`config.mk`:
```
export PLATFORM = sky130hd
export DESIGN_NAME = radio_module_config_command_parser_core_flat
export DESIGN_NICKNAME = d
export VERILOG_FILES = /design/src/rtl/rcp_pkg.sv /design/src/rtl/rcp_if.sv /design/src/rtl/rcp_front.sv /design/src/rtl/rcp_queue.sv /design/src/rtl/rcp_back.sv /design/src/rtl/radio_module_config_command_parser_core.sv /design/src/flat_wrapper.sv
export SDC_FILE = /design/constraint.sdc
export NUM_CORES = 1
export LEC_CHECK = 0
export ABC_CLOCK_PERIOD_IN_PS = 7050
export BUFFER_PORTS_ARGS = -buffer_cell sky130_fd_sc_hd__buf_2
export CAP_MARGIN = 0
export CORE_ASPECT_RATIO = 1.1
export CORE_UTILIZATION = 55
export CTS_BUF_LIST = sky130_fd_sc_hd__clkbuf_4 sky130_fd_sc_hd__clkbuf_8 sky130_fd_sc_hd__clkbuf_16
export CTS_CLUSTER_SIZE = 40
export DETAILED_ROUTE_END_ITERATION = 10
export GPL_ROUTABILITY_DRIVEN = 0
export GPL_TIMING_DRIVEN = 1
export PLACE_DENSITY = 0.76
export RECOVER_POWER = 25
export SLEW_MARGIN = 20
export SYNTH_ARGS = -nofsm -noshare
export SYNTH_HDL_FRONTEND = slang
export SYNTH_SLANG_ARGS = --single-unit
export TNS_END_PERCENT = 100
```
`constraint.sdc`:
```
create_clock -name clk_i -period 7.05 [get_ports clk_i]
set_input_delay 0.705 -clock clk_i [delete_from_list [all_inputs] [get_ports clk_i]]
set_output_delay 0.705 -clock clk_i [all_outputs]
set_load 0.02 [all_outputs]
```
`src/rtl/rcp_pkg.sv`:
```
// ----------------------------------------------------------------------------
// rcp_pkg
// Types, command codes and constants of the configuration command parser.
// ----------------------------------------------------------------------------
`default_nettype none

package rcp_pkg;

  localparam int ParamBytesDef = 5;
  localparam int MaxParamBytes = 8;
  localparam int CountW        = 3;
  localparam int CfgIndexW     = 2;
  localparam int NbytesW       = 4;

  localparam logic [7:0] CmdSetSave = 8'hC0;
  localparam logic [7:0] CmdRead    = 8'hC1;
  localparam logic [7:0] CmdSet     = 8'hC2;
  localparam logic [7:0] CmdVersion = 8'hC3;
  localparam logic [7:0] CmdAux     = 8'hC4;

  localparam logic [7:0] ModelCodeRst   = 8'h32;
  localparam logic [7:0] VersionCodeRst = 8'h44;
  localparam logic [7:0] FeatureCodeRst = 8'h14;

  typedef enum logic [1:0] {
    KIND_TX      = 2'd0,
    KIND_PERSIST = 2'd1,
    KIND_AUX     = 2'd2
  } out_kind_e;

  typedef enum logic [CfgIndexW-1:0] {
    CFG_MODEL   = 2'd0,
    CFG_VERSION = 2'd1,
    CFG_FEATURE = 2'd2
  } cfg_index_e;

  // Control part of one reply job handed from front to back.
  typedef struct packed {
    logic               is_aux;
    logic               persist;
    logic [NbytesW-1:0] nbytes;
  } job_ctl_t;

  // Bytes a job can carry: header plus the larger of parameter set and version set.
  function automatic int job_bytes(input int param_bytes);
    job_bytes = (param_bytes + 1 > 4) ? param_bytes + 1 : 4;
  endfunction

endpackage

`default_nettype wire

```
`src/rtl/rcp_if.sv`:
```
// ----------------------------------------------------------------------------
// rcp_rx_if / rcp_tx_if
// Valid/ready channels for received host bytes and for parser results.
// ----------------------------------------------------------------------------
`default_nettype none

interface rcp_rx_if;
  logic       valid;
  logic       ready;
  logic [7:0] rx_byte;

  modport source (output valid, output rx_byte, input ready);
  modport sink   (input valid, input rx_byte, output ready);
endinterface

interface rcp_tx_if;
  logic       valid;
  logic       ready;
  logic [1:0] out_kind;
  logic [7:0] out_byte;
  logic       last_of_run;

  modport source (output valid, output out_kind, output out_byte, output last_of_run,
                  input ready);
  modport sink   (input valid, input out_kind, input out_byte, input last_of_run,
                  output ready);
endinterface

`default_nettype wire

```
`src/rtl/rcp_front.sv`:
```
// ----------------------------------------------------------------------------
// rcp_front
// Frame parser: collects host bytes, stores parameters, issues reply jobs.
// ----------------------------------------------------------------------------
`default_nettype none

module rcp_front #(
  parameter int ParamBytes = rcp_pkg::ParamBytesDef,
  parameter int JobBytes   = rcp_pkg::job_bytes(rcp_pkg::ParamBytesDef)
) (
  input  wire logic                        clk_i,
  input  wire logic                        rst_ni,
  input  wire logic                        in_fire_i,
  input  wire logic [7:0]                  rx_byte_i,
  input  wire logic [7:0]                  model_code_i,
  input  wire logic [7:0]                  version_code_i,
  input  wire logic [7:0]                  feature_code_i,
  output logic                             push_o,
  output rcp_pkg::job_ctl_t                push_ctl_o,
  output logic [JobBytes-1:0][7:0]         push_data_o
);
  import rcp_pkg::*;

  typedef enum logic [1:0] {
    PH_IDLE   = 2'd0,
    PH_PARAMS = 2'd1,
    PH_TAIL   = 2'd2
  } phase_e;

  phase_e                     phase_q, phase_d;
  logic [7:0]                 cmd_q, cmd_d;
  logic [CountW-1:0]          count_q, count_d;
  logic                       tail_ok_q, tail_ok_d;
  logic [ParamBytes-1:0][7:0] frame_q, frame_d;
  logic [ParamBytes-1:0][7:0] params_q, params_d;

  always_comb begin
    phase_d     = phase_q;
    cmd_d       = cmd_q;
    count_d     = count_q;
    tail_ok_d   = tail_ok_q;
    params_d    = params_q;
    push_o      = 1'b0;
    push_ctl_o  = '0;
    push_data_o = '0;
    // Frame buffer with the current byte dropped in at the fill position.
    for (int i = 0; i < ParamBytes; i++) begin
      frame_d[i] = (count_q == CountW'(i)) ? rx_byte_i : frame_q[i];
    end

    if (in_fire_i) begin
      case (phase_q)
        PH_PARAMS: begin
          if (count_q == CountW'(ParamBytes - 1)) begin
            params_d           = frame_d;
            push_o             = 1'b1;
            push_ctl_o.persist = (cmd_q == CmdSetSave);
            push_ctl_o.nbytes  = NbytesW'(ParamBytes + 1);
            push_data_o[0]     = cmd_q;
            for (int i = 0; i < ParamBytes; i++) begin
              push_data_o[i+1] = frame_d[i];
            end
            phase_d = PH_IDLE;
            count_d = '0;
          end else begin
            count_d = count_q + CountW'(1);
          end
        end
        PH_TAIL: begin
          if (count_q == '0) begin
            tail_ok_d = (rx_byte_i == cmd_q);
            count_d   = CountW'(1);
          end else begin
            if (tail_ok_q && (rx_byte_i == cmd_q)) begin
              push_o = 1'b1;
              case (cmd_q)
                CmdRead: begin
                  push_ctl_o.nbytes = NbytesW'(ParamBytes + 1);
                  push_data_o[0]    = CmdSetSave;
                  for (int i = 0; i < ParamBytes; i++) begin
                    push_data_o[i+1] = params_q[i];
                  end
                end
                CmdVersion: begin
                  push_ctl_o.nbytes = NbytesW'(4);
                  push_data_o[0]    = CmdVersion;
                  push_data_o[1]    = model_code_i;
                  push_data_o[2]    = version_code_i;
                  push_data_o[3]    = feature_code_i;
                end
                default: begin
                  push_ctl_o.is_aux = 1'b1;
                end
              endcase
            end
            phase_d = PH_IDLE;
            count_d = '0;
          end
        end
        default: begin
          count_d = '0;
          phase_d = PH_IDLE;
          if (rx_byte_i == CmdSetSave || rx_byte_i == CmdSet) begin
            cmd_d   = rx_byte_i;
            phase_d = PH_PARAMS;
          end else if (rx_byte_i == CmdRead || rx_byte_i == CmdVersion ||
                       rx_byte_i == CmdAux) begin
            cmd_d   = rx_byte_i;
            phase_d = PH_TAIL;
          end
        end
      endcase
    end
  end

  always_ff @(posedge clk_i or negedge rst_ni) begin
    if (!rst_ni) begin
      phase_q   <= PH_IDLE;
      cmd_q     <= '0;
      count_q   <= '0;
      tail_ok_q <= 1'b0;
      params_q  <= '0;
    end else begin
      phase_q   <= phase_d;
      cmd_q     <= cmd_d;
      count_q   <= count_d;
      tail_ok_q <= tail_ok_d;
      params_q  <= params_d;
    end
  end

  // Frame bytes are always written before they are read.
  always_ff @(posedge clk_i) begin
    if (in_fire_i && phase_q == PH_PARAMS) begin
      frame_q <= frame_d;
    end
  end

endmodule

`default_nettype wire

```
`src/rtl/rcp_queue.sv`:
```
// ----------------------------------------------------------------------------
// rcp_queue
// Two-entry job queue between the parser and the reply sequencer.
// ----------------------------------------------------------------------------
`default_nettype none

module rcp_queue #(
  parameter int JobBytes = rcp_pkg::job_bytes(rcp_pkg::ParamBytesDef)
) (
  input  wire logic                        clk_i,
  input  wire logic                        rst_ni,
  input  wire logic                        push_i,
  input  rcp_pkg::job_ctl_t                push_ctl_i,
  input  wire logic [JobBytes-1:0][7:0]    push_data_i,
  output logic                             full_o,
  output logic                             head_valid_o,
  output rcp_pkg::job_ctl_t                head_ctl_o,
  output logic [JobBytes-1:0][7:0]         head_data_o,
  input  wire logic                        pop_i
);
  import rcp_pkg::*;

  localparam int Depth = 2;

  job_ctl_t                ctl_mem [Depth];
  logic [JobBytes-1:0][7:0] data_mem [Depth];
  logic                    wr_ptr_q, wr_ptr_d;
  logic                    rd_ptr_q, rd_ptr_d;
  logic [1:0]              fill_q, fill_d;

  assign full_o       = (fill_q == 2'(Depth));
  assign head_valid_o = (fill_q != '0);
  assign head_ctl_o   = ctl_mem[rd_ptr_q];
  assign head_data_o  = data_mem[rd_ptr_q];

  always_comb begin
    wr_ptr_d = push_i ? ~wr_ptr_q : wr_ptr_q;
    rd_ptr_d = pop_i  ? ~rd_ptr_q : rd_ptr_q;
    fill_d   = fill_q + 2'(push_i) - 2'(pop_i);
  end

  always_ff @(posedge clk_i or negedge rst_ni) begin
    if (!rst_ni) begin
      wr_ptr_q <= 1'b0;
      rd_ptr_q <= 1'b0;
      fill_q   <= '0;
    end else begin
      wr_ptr_q <= wr_ptr_d;
      rd_ptr_q <= rd_ptr_d;
      fill_q   <= fill_d;
    end
  end

  always_ff @(posedge clk_i) begin
    if (push_i) begin
      ctl_mem[wr_ptr_q]  <= push_ctl_i;
      data_mem[wr_ptr_q] <= push_data_i;
    end
  end

endmodule

`default_nettype wire

```
`src/rtl/rcp_back.sv`:
```
// ----------------------------------------------------------------------------
// rcp_back
// Reply sequencer: walks the head job and emits one result beat per cycle unless tx_if.ready stalls it.
// ----------------------------------------------------------------------------
`default_nettype none

module rcp_back #(
  parameter int JobBytes = rcp_pkg::job_bytes(rcp_pkg::ParamBytesDef)
) (
  input  wire logic                        clk_i,
  input  wire logic                        rst_ni,
  input  wire logic                        head_valid_i,
  input  rcp_pkg::job_ctl_t                head_ctl_i,
  input  wire logic [JobBytes-1:0][7:0]    head_data_i,
  output logic                             pop_o,
  rcp_tx_if.source                         tx_if
);
  import rcp_pkg::*;

  localparam int IdxW = $clog2(JobBytes);

  logic [NbytesW-1:0] step_q, step_d;
  logic [NbytesW-1:0] total;
  logic [NbytesW-1:0] idx;
  logic               advance;
  logic               last;
  out_kind_e          kind_d;
  logic [7:0]         byte_d;

  logic               valid_q, valid_d;
  out_kind_e          kind_q;
  logic [7:0]         byte_q;
  logic               last_q;

  assign advance = head_valid_i && (!valid_q || tx_if.ready);
  assign total   = head_ctl_i.is_aux ? NbytesW'(1)
                                     : head_ctl_i.nbytes + NbytesW'(head_ctl_i.persist);
  assign idx     = step_q - NbytesW'(head_ctl_i.persist);
  assign last    = (step_q + NbytesW'(1) == total);
  assign pop_o   = advance && last;

  always_comb begin
    if (head_ctl_i.is_aux) begin
      kind_d = KIND_AUX;
      byte_d = '0;
    end else if (head_ctl_i.persist && step_q == '0) begin
      kind_d = KIND_PERSIST;
      byte_d = '0;
    end else begin
      kind_d = KIND_TX;
      byte_d = head_data_i[idx[IdxW-1:0]];
    end
    step_d  = advance ? (last ? '0 : step_q + NbytesW'(1)) : step_q;
    valid_d = advance ? 1'b1 : (tx_if.ready ? 1'b0 : valid_q);
  end

  always_ff @(posedge clk_i or negedge rst_ni) begin
    if (!rst_ni) begin
      step_q  <= '0;
      valid_q <= 1'b0;
    end else begin
      step_q  <= step_d;
      valid_q <= valid_d;
    end
  end

  // Hold the beat until it is taken.
  always_ff @(posedge clk_i) begin
    if (advance) begin
      kind_q <= kind_d;
      byte_q <= byte_d;
      last_q <= last;
    end
  end

  assign tx_if.valid       = valid_q;
  assign tx_if.out_kind    = kind_q;
  assign tx_if.out_byte    = byte_q;
  assign tx_if.last_of_run = last_q;

endmodule

`default_nettype wire

```
`src/rtl/radio_module_config_command_parser_core.sv`:
```
// Configuration command parser. One host byte is accepted per clock whenever
// the two-entry job queue has room, so bytes can arrive back to back. A byte
// that completes a valid frame queues a reply job; the reply sequencer then
// drives its results one beat per clock while tx_if.ready holds, from a
// registered output stage: up to PARAM_BYTES+2 beats for a parameter set with
// persist request, PARAM_BYTES+1 for a set or read, four for a version query
// and one for the aux request. Accept stalls only while the queue holds two
// jobs, the one being sequenced and one behind it, so the sustained rate is
// set by the sequencer: one result beat per cycle while tx_if.ready holds.
// Configuration registers (model, version, feature code) are written via
// cfg_we_i with cfg_index_i selecting the register; other indexes are ignored.
// ----------------------------------------------------------------------------
// radio_module_config_command_parser_core
// Top level: config registers, frame parser, job queue and reply sequencer.
// ----------------------------------------------------------------------------
`default_nettype none

module radio_module_config_command_parser_core #(
  parameter int ParamBytes = rcp_pkg::ParamBytesDef
) (
  input  wire logic                            clk_i,
  input  wire logic                            rst_ni,
  input  wire logic                            cfg_we_i,
  input  wire logic [rcp_pkg::CfgIndexW-1:0]   cfg_index_i,
  input  wire logic [7:0]                      cfg_data_i,
  rcp_rx_if.sink                               rx_if,
  rcp_tx_if.source                             tx_if
);
  import rcp_pkg::*;

  localparam int JobBytes = job_bytes(ParamBytes);

  logic [7:0]               model_q, version_q, feature_q;
  logic                     in_fire;
  logic                     push;
  job_ctl_t                 push_ctl;
  logic [JobBytes-1:0][7:0] push_data;
  logic                     full;
  logic                     head_valid;
  job_ctl_t                 head_ctl;
  logic [JobBytes-1:0][7:0] head_data;
  logic                     pop;

  assign rx_if.ready = !full;
  assign in_fire     = rx_if.valid && !full;

  always_ff @(posedge clk_i or negedge rst_ni) begin
    if (!rst_ni) begin
      model_q   <= ModelCodeRst;
      version_q <= VersionCodeRst;
      feature_q <= FeatureCodeRst;
    end else if (cfg_we_i) begin
      if (cfg_index_i == CFG_MODEL)   model_q   <= cfg_data_i;
      if (cfg_index_i == CFG_VERSION) version_q <= cfg_data_i;
      if (cfg_index_i == CFG_FEATURE) feature_q <= cfg_data_i;
    end
  end

  rcp_front #(
    .ParamBytes (ParamBytes),
    .JobBytes   (JobBytes)
  ) u_front (
    .clk_i          (clk_i),
    .rst_ni         (rst_ni),
    .in_fire_i      (in_fire),
    .rx_byte_i      (rx_if.rx_byte),
    .model_code_i   (model_q),
    .version_code_i (version_q),
    .feature_code_i (feature_q),
    .push_o         (push),
    .push_ctl_o     (push_ctl),
    .push_data_o    (push_data)
  );

  rcp_queue #(
    .JobBytes (JobBytes)
  ) u_queue (
    .clk_i        (clk_i),
    .rst_ni       (rst_ni),
    .push_i       (push),
    .push_ctl_i   (push_ctl),
    .push_data_i  (push_data),
    .full_o       (full),
    .head_valid_o (head_valid),
    .head_ctl_o   (head_ctl),
    .head_data_o  (head_data),
    .pop_i        (pop)
  );

  rcp_back #(
    .JobBytes (JobBytes)
  ) u_back (
    .clk_i        (clk_i),
    .rst_ni       (rst_ni),
    .head_valid_i (head_valid),
    .head_ctl_i   (head_ctl),
    .head_data_i  (head_data),
    .pop_o        (pop),
    .tx_if        (tx_if)
  );

endmodule

`default_nettype wire

```
`src/flat_wrapper.sv`:
```
// flat-port wrapper written by rule: the top's interface ports become plain ports
module radio_module_config_command_parser_core_flat import rcp_pkg::*;
#(
  parameter int ParamBytes = rcp_pkg::ParamBytesDef
)
  (clk_i, rst_ni, cfg_we_i, cfg_index_i, cfg_data_i, rx_if_valid, rx_if_rx_byte, rx_if_ready, tx_if_valid, tx_if_out_kind, tx_if_out_byte, tx_if_last_of_run, tx_if_ready);
  rcp_rx_if rx_if_i ();
  rcp_tx_if tx_if_i ();
  input  wire logic clk_i;
  input  wire logic rst_ni;
  input  wire logic cfg_we_i;
  input  wire logic [rcp_pkg::CfgIndexW-1:0] cfg_index_i;
  input  wire logic [7:0] cfg_data_i;
  input wire logic [$bits(rx_if_i.valid)-1:0] rx_if_valid;
  input wire logic [$bits(rx_if_i.rx_byte)-1:0] rx_if_rx_byte;
  output wire logic [$bits(rx_if_i.ready)-1:0] rx_if_ready;
  output wire logic [$bits(tx_if_i.valid)-1:0] tx_if_valid;
  output wire logic [$bits(tx_if_i.out_kind)-1:0] tx_if_out_kind;
  output wire logic [$bits(tx_if_i.out_byte)-1:0] tx_if_out_byte;
  output wire logic [$bits(tx_if_i.last_of_run)-1:0] tx_if_last_of_run;
  input wire logic [$bits(tx_if_i.ready)-1:0] tx_if_ready;
  assign rx_if_i.valid = rx_if_valid;
  assign rx_if_i.rx_byte = rx_if_rx_byte;
  assign rx_if_ready = rx_if_i.ready;
  assign tx_if_valid = tx_if_i.valid;
  assign tx_if_out_kind = tx_if_i.out_kind;
  assign tx_if_out_byte = tx_if_i.out_byte;
  assign tx_if_last_of_run = tx_if_i.last_of_run;
  assign tx_if_i.ready = tx_if_ready;
  radio_module_config_command_parser_core #(.ParamBytes(ParamBytes)) u_core (.clk_i(clk_i), .rst_ni(rst_ni), .cfg_we_i(cfg_we_i), .cfg_index_i(cfg_index_i), .cfg_data_i(cfg_data_i), .rx_if(rx_if_i), .tx_if(tx_if_i));
endmodule
```
==> out/metrics.csv, run 1 <==
stage;metric;value;unit
placement;Detail Placement HPWL;15.2;mm
status;status;finished, final reports clean;
clock_network;CTS max path bufs;3;
synth;Synth top area share;42.8;%
clock_network;htree depth;1;
setup_path;CP bufs+invs;0;
setup_path;crit path kind;reg -> reg;
timing;max_slew headroom;19.2;%
synth;post-synth net total;740;
die;Die X;134;um
timing;Max Clock Freq;283;MHz
synth;Synth Flop Type;edfxtp_1;
synth;main area contributors after synthesis;edfxtp_1 43%, dfrtp_1 19%, mux2_2 10%, mux4_2 5.1%, mux2i_1 2.4%;
route;drt pass-1 iters;5;
setup_path;R2R Setup Slk;3520;ps
route;post-route ant nets;0;
timing;RSZ-0062 raised after global routing;false;
clock_network;CTS sink count;237;
setup_path;Worst Setup End Kind;register;
grt;initial antenna violation count;1;
hold_path;class of the worst hold path;in -> reg;
synth;Post-synth top cells;150 x edfxtp_1, 97 x mux2_2, 80 x dfrtp_1;
timing;WHS;464;ps
synth;YS warnings;0;
synth;#FFs+latches synth;237;
placement;Port Buffers;35;
grt;GR Overflow Total;0;
cells_and_area;final instance area;11700;sq um
job;Max-cap violations;0;
clock_network;clk root buf;clkbuf_16;
timing;max-slew violation count;0;
route;wire length on met2;11.2;mm
grt;largest net degree at the start of global routing;80;
cells_and_area;Fillers;1325;
grt;Global Route Usage Sum;24.5;%
synth;Syn Area/Cell;15.0;sq um
timing;Final Cycle Share;50.1;%
power_and_ir_drop;total power;0.00300;W
placement;DP Area;10900;sq um
timing;setup TNS;0;ps
timing;Worst Max-Slew Pin Slew;1210;ps
timing;clk_skew;9.68;ps
synth;count of cell types in the netlist;49;
timing;setup slack after layout;3520;ps
clock_network;clk slew on worst S/H paths;60;ps
route;highest routed metal layer;met4;
cells_and_area;Nets;766;
route;DRT Wirelength;22.9;mm
synth;Simple-Gate Fraction of Synth Area;7.54;%
die;CORE AREA;18500;sq um
synth;area fraction in compound gates after synthesis;5.37;%
grt;global-route wire length before repair;36.3;mm
setup_path;WP data required;7300;ps
cells_and_area;layout cells sized above 1;28.6;%
placement;post-place setup slack;3470;ps
timing;post-route minimum period;3530;ps
route;DRC;0;
power_and_ir_drop;cell leakage power;4.13;nW
synth;area share of xor/xnor cells in the synthesized design;1.33;%
synth;Post-synth EDFFs;150;
setup_path;worst path cell trace;mux2_2 -> ha_1 -> ha_1 -> xor2_1 -> nor2_1 -> a22oi_1 -> nor2_1;
synth;Synth area leader;edfxtp_1;
cells_and_area;Inserted Diodes;0;
power_and_ir_drop;Peak VDD IR;0.000213;V
route;met1 WL;9.67;mm
clock_network;TritonCTS clock tree;yes;
setup_path;CP arrival;3780;ps
synth;Syn Std Cell Area;10500;sq um
synth;Post-synth ARST share;36.7;%
route;initial drt markers;509;
grt;vias in the first global route;6474;
die;die area;19700;sq um
synth;Syn Inst Count;704;
clock_network;CTS Buf Count;24;
synth;largest family of logic cells by synthesized area;multiplexers;
setup_path;slowest CP cell;dfrtp_2;
synth;most common cell in the netlist;edfxtp_1;
cells_and_area;Layout area overhead;11.3;%
route;via-per-instance ratio;6.18;
route;drt wl/cell;23.2;um
synth;sequential share of the synthesized area;63.5;%
die;FP Rows;52;
route;Routed met3 length;1.16;mm
clock_network;clock insertion delay at the later pin of the skew report;510;ps
die;die height;147;um
die;Initial Util;56.8;%
route;DR vias;6129;
setup_path;Top delay family on crit path;flip-flops;
power_and_ir_drop;Power per Cell Area;256;nW/um^2
die;IO Pins;36;
synth;mux cell area share after synthesis;17.9;%
clock_network;post-CTS setup buffer count;0;
setup_path;CP peak stage delay;970;ps
setup_path;largest fanout on the critical path;33;
synth;Adder-Cell Fraction of Synth Area;1.54;%
timing;Setup Viol. Count Final;0;
timing;Final Hold Fails;0;
setup_path;crit path launch type;register;
[cell families after synthesis]
family                     count (synthesis)
DFF                                      237
and+or+nand+nor                          152
muxes                                    146
AOI/OAI and AO/OA                         79
buffers and inverters                     61
xor gates and xnor gates                  16
adders and majority gates                 13
[layout make-up]
class	count	area (sq um)	area share, %
repair buffers	43	238	2.03
flip-flops and latches	237	6690	57.1
multi-input cells	406	3560	30.4
clock buffers	28	667	5.69
inverters	18	67.6	0.577
clock inverters	16	193	1.64
well taps	243	304	2.59
[layer usage]
layer	vias to the layer above	global-route usage (%)
met5	-	0
met4	0	11.1
met3	47	2.97
met2	212	39.8
met1	3164	33.1
li1	2706	-
[timing repair]
item	4_1_cts	5_1_grt
endpoints found under the hold margin	2	0
hold buffers	1	0
endpoints found under the setup margin	0	0
gates resized for setup	0	0
[cells in the final DEF (no fill, tap or decap), types with 6 or more instances in the layout]
cell type	instances
dfrtp_1	79
o21ai_0	15
and3_1	9
edfxtp_1	150
o31ai_1	17
a22oi_1	17
inv_1	18
clkbuf_16	25
mux2i_1	25
nand3_1	23
mux2_2	90
nand2b_1	6
dfstp_2	7
buf_2	32
ha_1	13
buf_4	6
mux2_1	7
a22o_1	16
nand2_1	48
xnor2_1	11
nor2_1	28
mux4_2	24
[registers in the layout (all words and copies together) (netlist names)]
register                         count
u_core.u_queue.wr_ptr_q              1
u_core.u_front.tail_ok_q             1
u_core.u_queue.fill_q                2
u_core.u_front.frame_q              35
u_core.u_back.step_q                 4
u_core.version_q                     8
u_core.u_back.tx_if.last_of_run      1
u_core.u_back.tx_if.out_kind         2
u_core.u_back.tx_if.out_byte         8
u_core.feature_q                     8
u_core.u_queue.rd_ptr_q              1
u_core.u_front.params_q             40
u_core.u_front.phase_q               2
u_core.u_queue.ctl_mem               8
u_core.u_queue.data_mem             96
u_core.model_q                       8
u_core.u_back.tx_if.valid            1
u_core.u_front.cmd_q                 8
u_core.u_front.count_q               3
[per-stage QoR]
stage / util (%) / std cells
after detailed placement: 58.5 / 946
after global routing: 63.2 / 991
after floorplan: - / 704
after global placement: 58.5 / 946
final: 63.2 / 991
after CTS: 63.2 / 991
[path summary, 6_finish.rpt]
| path | from | cells past startpoint | end |
|---|---|---|---|
| max | u_core.u_queue.rd_ptr_q | 7 | u_core.u_back.tx_if.out_byte[6] |
| min | cfg_data_i[5] | 2 | u_core.version_q[5] |
| max reg2reg | u_core.u_queue.rd_ptr_q | 7 | u_core.u_back.tx_if.out_byte[6] |
| min reg2reg | u_core.u_front.params_q[30] | 2 | u_core.u_front.params_q[30] |
| max in group asynchronous | rst_ni | 3 | u_core.u_front.params_q[18] |
| min in group asynchronous | rst_ni | 2 | u_core.u_back.step_q[1] |
[report_power, final]
| part | internal (W) | leakage [nW] | switching (W) |
|---|---|---|---|
| clock network | 0.000824 | 0.407 | 0.000522 |
| logic | 0.0000555 | 1.46 | 0.0000653 |
| registers | 0.00150 | 2.27 | 0.0000270 |
[worst register-to-register path, cell delays in order, from the launching register on]
cell and delay (ps):
dfrtp_2 970, mux2_2 430, ha_1 190, ha_1 200, xor2_1 750, nor2_1 380
a22oi_1 290, nor2_1 70
Note: power is estimated with default switching activity, not from simulation.
==> run 2, diff against run 1 <==
--- a/config.mk
+++ b/config.mk
@@ -5,7 +5,7 @@
 export SDC_FILE = /design/constraint.sdc
 export NUM_CORES = 1
 export LEC_CHECK = 0
-export ABC_CLOCK_PERIOD_IN_PS = 7050
+export ABC_CLOCK_PERIOD_IN_PS = 3000
 export BUFFER_PORTS_ARGS = -buffer_cell sky130_fd_sc_hd__buf_2
 export CAP_MARGIN = 0
 export CORE_ASPECT_RATIO = 1.1
@@ -15,7 +15,7 @@
 export DETAILED_ROUTE_END_ITERATION = 10
 export GPL_ROUTABILITY_DRIVEN = 0
 export GPL_TIMING_DRIVEN = 1
-export PLACE_DENSITY = 0.76
+export PLACE_DENSITY = 0.79
 export RECOVER_POWER = 25
 export SLEW_MARGIN = 20
 export SYNTH_ARGS = -nofsm -noshare
==> constraint.sdc (replaced) <==
create_clock -name clk_i -period 3 [get_ports clk_i]
set_input_delay 0.3 -clock clk_i [delete_from_list [all_inputs] [get_ports clk_i]]
set_output_delay 0.3 -clock clk_i [all_outputs]
set_load 0.02 [all_outputs]
==> out/metrics.csv, run 2 (synthesized netlist as in run 1, its figures left out) <==
stage;metric;value;unit;change
job;Max-cap violations;0;;unchanged
cells_and_area;Layout area overhead;11.9;%;
setup_path;Worst Setup End Kind;register;;
hold_path;Hold Path Sink;u_core.model_q[2];;
clock_network;clock insertion delay at the later pin of the skew report;520;ps;about the same
die;Die X;134;um;unchanged
timing;clk_skew;8.76;ps;-0.926 ps
setup_path;worst flop-to-flop path startpoint;u_core.u_front.count_q[0];;
clock_network;post-CTS setup buffer count;0;;unchanged
die;die area;19700;sq um;unchanged
power_and_ir_drop;Power per Cell Area;590;nW/um^2;+130%
placement;Detail Placement HPWL;15.1;mm;-0.72%
grt;Global Route Usage Sum;23.5;%;-0.99 points
cells_and_area;commonest non-fill, non-tap cell in the layout;edfxtp_1;;
timing;setup TNS;0;ps;unchanged
timing;Setup Viol. Count Final;0;;unchanged
cells_and_area;Inserted Diodes;0;;unchanged
clock_network;hold buffers post-CTS;1;;unchanged
setup_path;R2R Setup Slk;240;ps;-3280 ps
grt;initial antenna violation count;0;;-1
timing;RSZ-0062 raised after global routing;false;;
power_and_ir_drop;Peak VDD IR;0.000413;V;+94%
die;CORE AREA;18500;sq um;unchanged
grt;GR Overflow Total;0;;unchanged
hold_path;class of the worst hold path;in -> reg;;
timing;Max Clock Freq;362;MHz;+28%
timing;Worst Max-Slew Pin Slew;1240;ps;+33.1 ps
setup_path;Register-to-Register Path Depth;12;;+5
clock_network;CTS max path bufs;3;;unchanged
timing;Final Cycle Share;92.1;%;+42 points
grt;largest net degree at the start of global routing;49;;-39%
cells_and_area;Nets;778;;+1.6%
hold_path;critical hold path startpoint;cfg_data_i[2];;
clock_network;clk root buf;clkbuf_16;;
setup_path;worst path cell trace;inv_1 -> ha_1 -> nand2b_1 -> nand3_1 -> nor3_2 -> o21a_1 -> inv_1 -> ha_1 -> inv_1 -> ha_1 -> xnor2_1 -> xnor2_1;;
setup_path;largest fanout on the critical path;9;;-73%
grt;global-route wire length before repair;35.2;mm;-3.2%
timing;max_slew headroom;17.1;%;-2.0 points
placement;post-place setup slack;275;ps;-3200 ps
clock_network;CTS Buf Count;25;;+4.2%
route;initial drt markers;472;;-7.3%
setup_path;Top delay family on crit path;simple AND/OR/NAND/NOR gates;;
timing;Final Hold Fails;0;;unchanged
cells_and_area;Reg area;6690;sq um;unchanged
clock_network;CTS sink count;237;;unchanged
power_and_ir_drop;cell leakage power;4.19;nW;+1.4%
setup_path;CP arrival;3200;ps;-580 ps
grt;vias in the first global route;6187;;-4.4%
cells_and_area;most flop-heavy register;u_core.u_queue.data_mem;;
setup_path;CP bufs+invs;3;;+3
route;via-per-instance ratio;6.08;;-1.8%
setup_path;WP data required;3440;ps;-3860 ps
cells_and_area;layout cells sized above 1;29.2;%;+0.60 points
cells_and_area;max reg flops;96;;unchanged
setup_path;worst reg2reg path endpoint;u_core.u_queue.fill_q[1];;
placement;Port Buffers;35;;unchanged
timing;post-route minimum period;2760;ps;-767 ps
timing;max-slew violation count;0;;unchanged
timing;setup slack after layout;237;ps;-3280 ps
clock_network;htree depth;1;;unchanged
route;post-route ant nets;0;;unchanged
cells_and_area;Fillers;1297;;-2.1%
setup_path;slowest CP cell;dfrtp_1;;
die;Initial Util;56.8;%;unchanged
setup_path;CP peak stage delay;390;ps;-580 ps
clock_network;clk slew on worst S/H paths;60;ps;about the same
route;DRT Wirelength;22.2;mm;-3.3%
die;IO Pins;36;;unchanged
die;FP Rows;52;;unchanged
cells_and_area;Multi-input gate area;3550;sq um;-0.25%
clock_network;TritonCTS clock tree;yes;;
cells_and_area;most frequent cells in the layout;150 x edfxtp_1, 96 x mux2_2, 79 x dfrtp_1, 49 x nand2_1, 28 x nor2_1;;
status;status;finished, final reports clean;;
route;drt pass-1 iters;5;;unchanged
route;DRC;0;;unchanged
hold_path;hold path depth;2;;unchanged
route;DR vias;6094;;-0.57%
route;drt wl/cell;22.1;um;-4.4%
die;die height;147;um;unchanged
clock_network;# resized after CTS;0;;unchanged
cells_and_area;biggest regs;u_core.u_queue.data_mem (96), u_core.u_front.params_q (40), u_core.u_front.frame_q (35);;
setup_path;crit path launch type;register;;
setup_path;crit path kind;reg -> reg;;
## run 2: changes by cell type in the layout (fill, tap and decap cells not counted), sizes merged
cell	change
inv	+1
buf	+3
bufinv	-2
clkinvlp	-5
clkbuf	+9
clkinv	+6
## run 2: worst max-delay path by stage
| stage | start | endpoint | slack [ps] | cells past startpoint |
|---|---|---|---|---|
| finish | u_core.u_front.count_q[0] | u_core.u_queue.fill_q[1] | 240 | 12 |
| floorplan | u_core.u_front.count_q[0] | u_core.u_queue.ctl_mem[0][1] | 280 | 8 |
| global route | u_core.u_front.count_q[0] | u_core.u_queue.fill_q[1] | 40 | 12 |
| detailed placement | u_core.u_front.count_q[0] | u_core.u_queue.fill_q[1] | 280 | 12 |
| CTS | u_core.u_front.count_q[0] | u_core.u_queue.fill_q[1] | 260 | 12 |
| global placement | u_core.u_front.count_q[0] | u_core.u_queue.fill_q[1] | 380 | 12 |
## run 2: per-stage QoR
step,power (W),hold slack (ps),cells,area [sq um],util (%)
3_5_place_dp,0.00396,370,957,11000,59.2
6_report,0.00695,46.3,1003,11800,63.5
2_1_floorplan,0.00383,4.41,704,10500,-
3_3_place_gp,0.00394,365,957,11000,59.2
4_1_cts,0.00700,36.4,1003,11800,63.7
5_1_grt,0.00714,44.3,1003,11800,63.5
## run 2: layout make-up
class	instances	area share, %
Clock buffer	29	5.92
Clock inverter	16	1.08
Inverter	18	0.573
Multi-Input combinational cell	406	30.1
Sequential cell	237	56.8
Tap cell	243	2.58
Timing Repair Buffer	54	2.92
## run 2: where the power goes
part | leakage (nW) | switching, W | internal, W | total, W
clock | 0.414 | 0.00123 | 0.00183 | 0.00306
combinational | 1.51 | 0.000159 | 0.000133 | 0.000291
sequential | 2.27 | 0.0000679 | 0.00354 | 0.00360
## run 2: layer usage
layer	global-route usage (%)	share of wire [%]
met1	33.8	43
met2	36.9	49
met3	2.83	5.3
met4	8.86	3.2
met5	0	0
==> run 3, diff against run 2 <==
--- a/config.mk
+++ b/config.mk
@@ -8,7 +8,7 @@
 export ABC_CLOCK_PERIOD_IN_PS = 3000
 export BUFFER_PORTS_ARGS = -buffer_cell sky130_fd_sc_hd__buf_2
 export CAP_MARGIN = 0
-export CORE_ASPECT_RATIO = 1.1
+export CORE_ASPECT_RATIO = 0.9
 export CORE_UTILIZATION = 55
 export CTS_BUF_LIST = sky130_fd_sc_hd__clkbuf_4 sky130_fd_sc_hd__clkbuf_8 sky130_fd_sc_hd__clkbuf_16
 export CTS_CLUSTER_SIZE = 40
==> out/metrics.csv, run 3 (synthesized netlist as in run 1, its figures left out) <==
stage;metric;value;unit;change
status;status;finished, final reports clean;;
timing;WHS;49.9;ps;+3.59 ps
timing;Worst Max-Slew Pin Slew;1410;ps;+164 ps
power_and_ir_drop;Sw Pwr;0.00143;W;-2.3%
power_and_ir_drop;Seq pwr share;51.2;%;-0.6 points
timing;setup TNS;0;ps;unchanged
clock_network;clock insertion delay at the later pin of the skew report;520;ps;about the same
timing;Max Clock Freq;374;MHz;+3.3%
cells_and_area;most frequent cells in the layout;150 x edfxtp_1, 95 x mux2_2, 79 x dfrtp_1, 49 x nand2_1, 27 x nor2_1;;
cells_and_area;commonest non-fill, non-tap cell in the layout;edfxtp_1;;
die;FP Rows;47;;-9.6%
die;Initial Util;56.7;%;-0.12 points
timing;clk_skew;12.1;ps;+3.30 ps
setup_path;crit path launch type;register;;
cells_and_area;final instance area;11800;sq um;+0.56%
grt;Global Route Usage Sum;23.8;%;+0.28 points
clock_network;TritonCTS clock tree;yes;;
die;die area;19700;sq um;about the same
route;DRT Wirelength;22.5;mm;+1.2%
cells_and_area;Layout area overhead;12.5;%;
power_and_ir_drop;cell leakage power;4.22;nW;+0.71%
clock_network;post-CTS setup buffer count;0;;unchanged
timing;post-route minimum period;2670;ps;-88.9 ps
timing;Final Hold Fails;0;;unchanged
timing;max_slew headroom;6.20;%;-11 points
grt;largest net degree at the start of global routing;53;;+8.2%
cells_and_area;Inserted Diodes;0;;unchanged
die;IO Pins;36;;unchanged
die;die height;133;um;-9.4%
route;DRC;0;;unchanged
placement;Port Buffers;35;;unchanged
power_and_ir_drop;combinational power share;4.1;%;about the same
cells_and_area;most flop-heavy register;u_core.u_queue.data_mem;;
clock_network;CTS Buf Count;24;;-4.0%
cells_and_area;Nets;782;;+0.51%
setup_path;crit path kind;reg -> reg;;
timing;RSZ-0062 raised after global routing;false;;
power_and_ir_drop;total power;0.00705;W;+1.4%
placement;Detail Placement HPWL;15.4;mm;+2.5%
setup_path;largest fanout on the critical path;9;;unchanged
clock_network;clk slew on worst S/H paths;60;ps;about the same
placement;DP Area;11000;sq um;+0.37%
setup_path;CP arrival;3110;ps;-90 ps
grt;GR Overflow Total;0;;unchanged
job;Max-cap violations;0;;unchanged
route;drt wl/cell;22.3;um;+0.73%
clock_network;CTS max path bufs;3;;unchanged
route;initial drt markers;612;;+30%
power_and_ir_drop;Peak VDD IR;0.000517;V;+25%
route;via-per-instance ratio;6.16;;+1.4%
power_and_ir_drop;Int Pwr;0.00562;W;+2.3%
timing;Final Cycle Share;89.1;%;-3.0 points
clock_network;clk root buf;clkbuf_16;;
route;drt pass-1 iters;5;;unchanged
grt;vias in the first global route;6243;;+0.91%
setup_path;Worst Setup End Kind;register;;
die;CORE AREA;18600;sq um;+0.22%
setup_path;WP data required;3430;ps;about the same
route;post-route ant nets;0;;unchanged
power_and_ir_drop;clock network power share;44.7;%;+0.7 points
cells_and_area;layout cells sized above 1;30.3;%;+1.1 points
timing;max-slew violation count;0;;unchanged
die;Die X;148;um;+10%
power_and_ir_drop;Power per Cell Area;595;nW/um^2;+0.78%
route;DR vias;6212;;+1.9%
cells_and_area;biggest regs;u_core.u_queue.data_mem (96), u_core.u_front.params_q (40), u_core.u_front.frame_q (35);;
clock_network;htree depth;1;;unchanged
power_and_ir_drop;sw frac;20.2;%;-0.76 points
grt;global-route wire length before repair;35.7;mm;+1.4%
timing;Setup Viol. Count Final;0;;unchanged
clock_network;CTS sink count;237;;unchanged
cells_and_area;max reg flops;96;;unchanged
grt;initial antenna violation count;0;;unchanged
hold_path;class of the worst hold path;in -> reg;;
-- run 3: cell count changes in the layout (fill, tap and decap cells not counted), sizes merged --
cell and delta:
buf +6, bufinv +1, clkbuf +7, clkinv -11
-- run 3: layout make-up --
type	instances	area, sq um
Multi-Input combinational cell	406	3550
Fill cell	1318	6740
Sequential cell	237	6690
Clock buffer	37	741
Timing Repair Buffer	59	383
Clock inverter	6	104
Inverter	18	67.6
Tap cell	245	307
-- run 3: worst paths after layout --
kind,from,end,slack (ps),cells after the start
max,u_core.u_front.count_q[0],u_core.u_queue.fill_q[1],330,12
min,tx_if_ready,u_core.u_back.tx_if.valid,50,3
max reg2reg,u_core.u_front.count_q[0],u_core.u_queue.fill_q[1],330,12
min reg2reg,u_core.u_front.params_q[29],u_core.u_front.params_q[29],480,2
max in group asynchronous,rst_ni,u_core.feature_q[0],730,3
min in group asynchronous,rst_ni,u_core.u_back.step_q[3],650,2
-- run 3: power by group through the flow --
stage / registers, W / clock network (W) / logic (W)
after floorplan: 0.00363 / 0 / 0.000198
after global placement: 0.00366 / 0 / 0.000284
after detailed placement: 0.00367 / 0 / 0.000292
after CTS: 0.00360 / 0.00320 / 0.000297
after global routing: 0.00361 / 0.00332 / 0.000315
final: 0.00361 / 0.00315 / 0.000291
-- run 3: layer usage --
metal	share of wire, %	GRT usage [%]	vias to the layer above
met5	0	0	-
met4	2.3	7.50	0
met3	6.2	3.39	42
met2	46	37.3	265
met1	45	34.6	3169
li1	-	-	2736
-- run 3: per-stage QoR --
| step | util (%) | setup slack [ps] | instances |
|---|---|---|---|
| 6_report | 63.8 | 326 | 1008 |
| 5_1_grt | 63.8 | 52.1 | 1008 |
| 2_1_floorplan | - | 279 | 704 |
| 4_1_cts | 63.9 | 241 | 1008 |
| 3_5_place_dp | 59.3 | 263 | 964 |
| 3_3_place_gp | 59.3 | 357 | 964 |
-- run 3: timing repair --
item | 4_1_cts | 5_1_grt
hold endpoints to repair | 48 | 0
resized for setup | 0 | 1
endpoints found under the setup margin | 0 | 3
hold buffers | 1 | 0
-- run 3: critical path, cell delays in order (launching register included) --
cell and delay [ps]:
dfrtp_1 390, inv_1 110, ha_1 280, nand2b_2 190, nand3_1 200, nor3_2 300, o21a_1 280, inv_1 70
ha_1 270, inv_1 40, ha_1 170, xnor2_1 160, xnor2_1 130
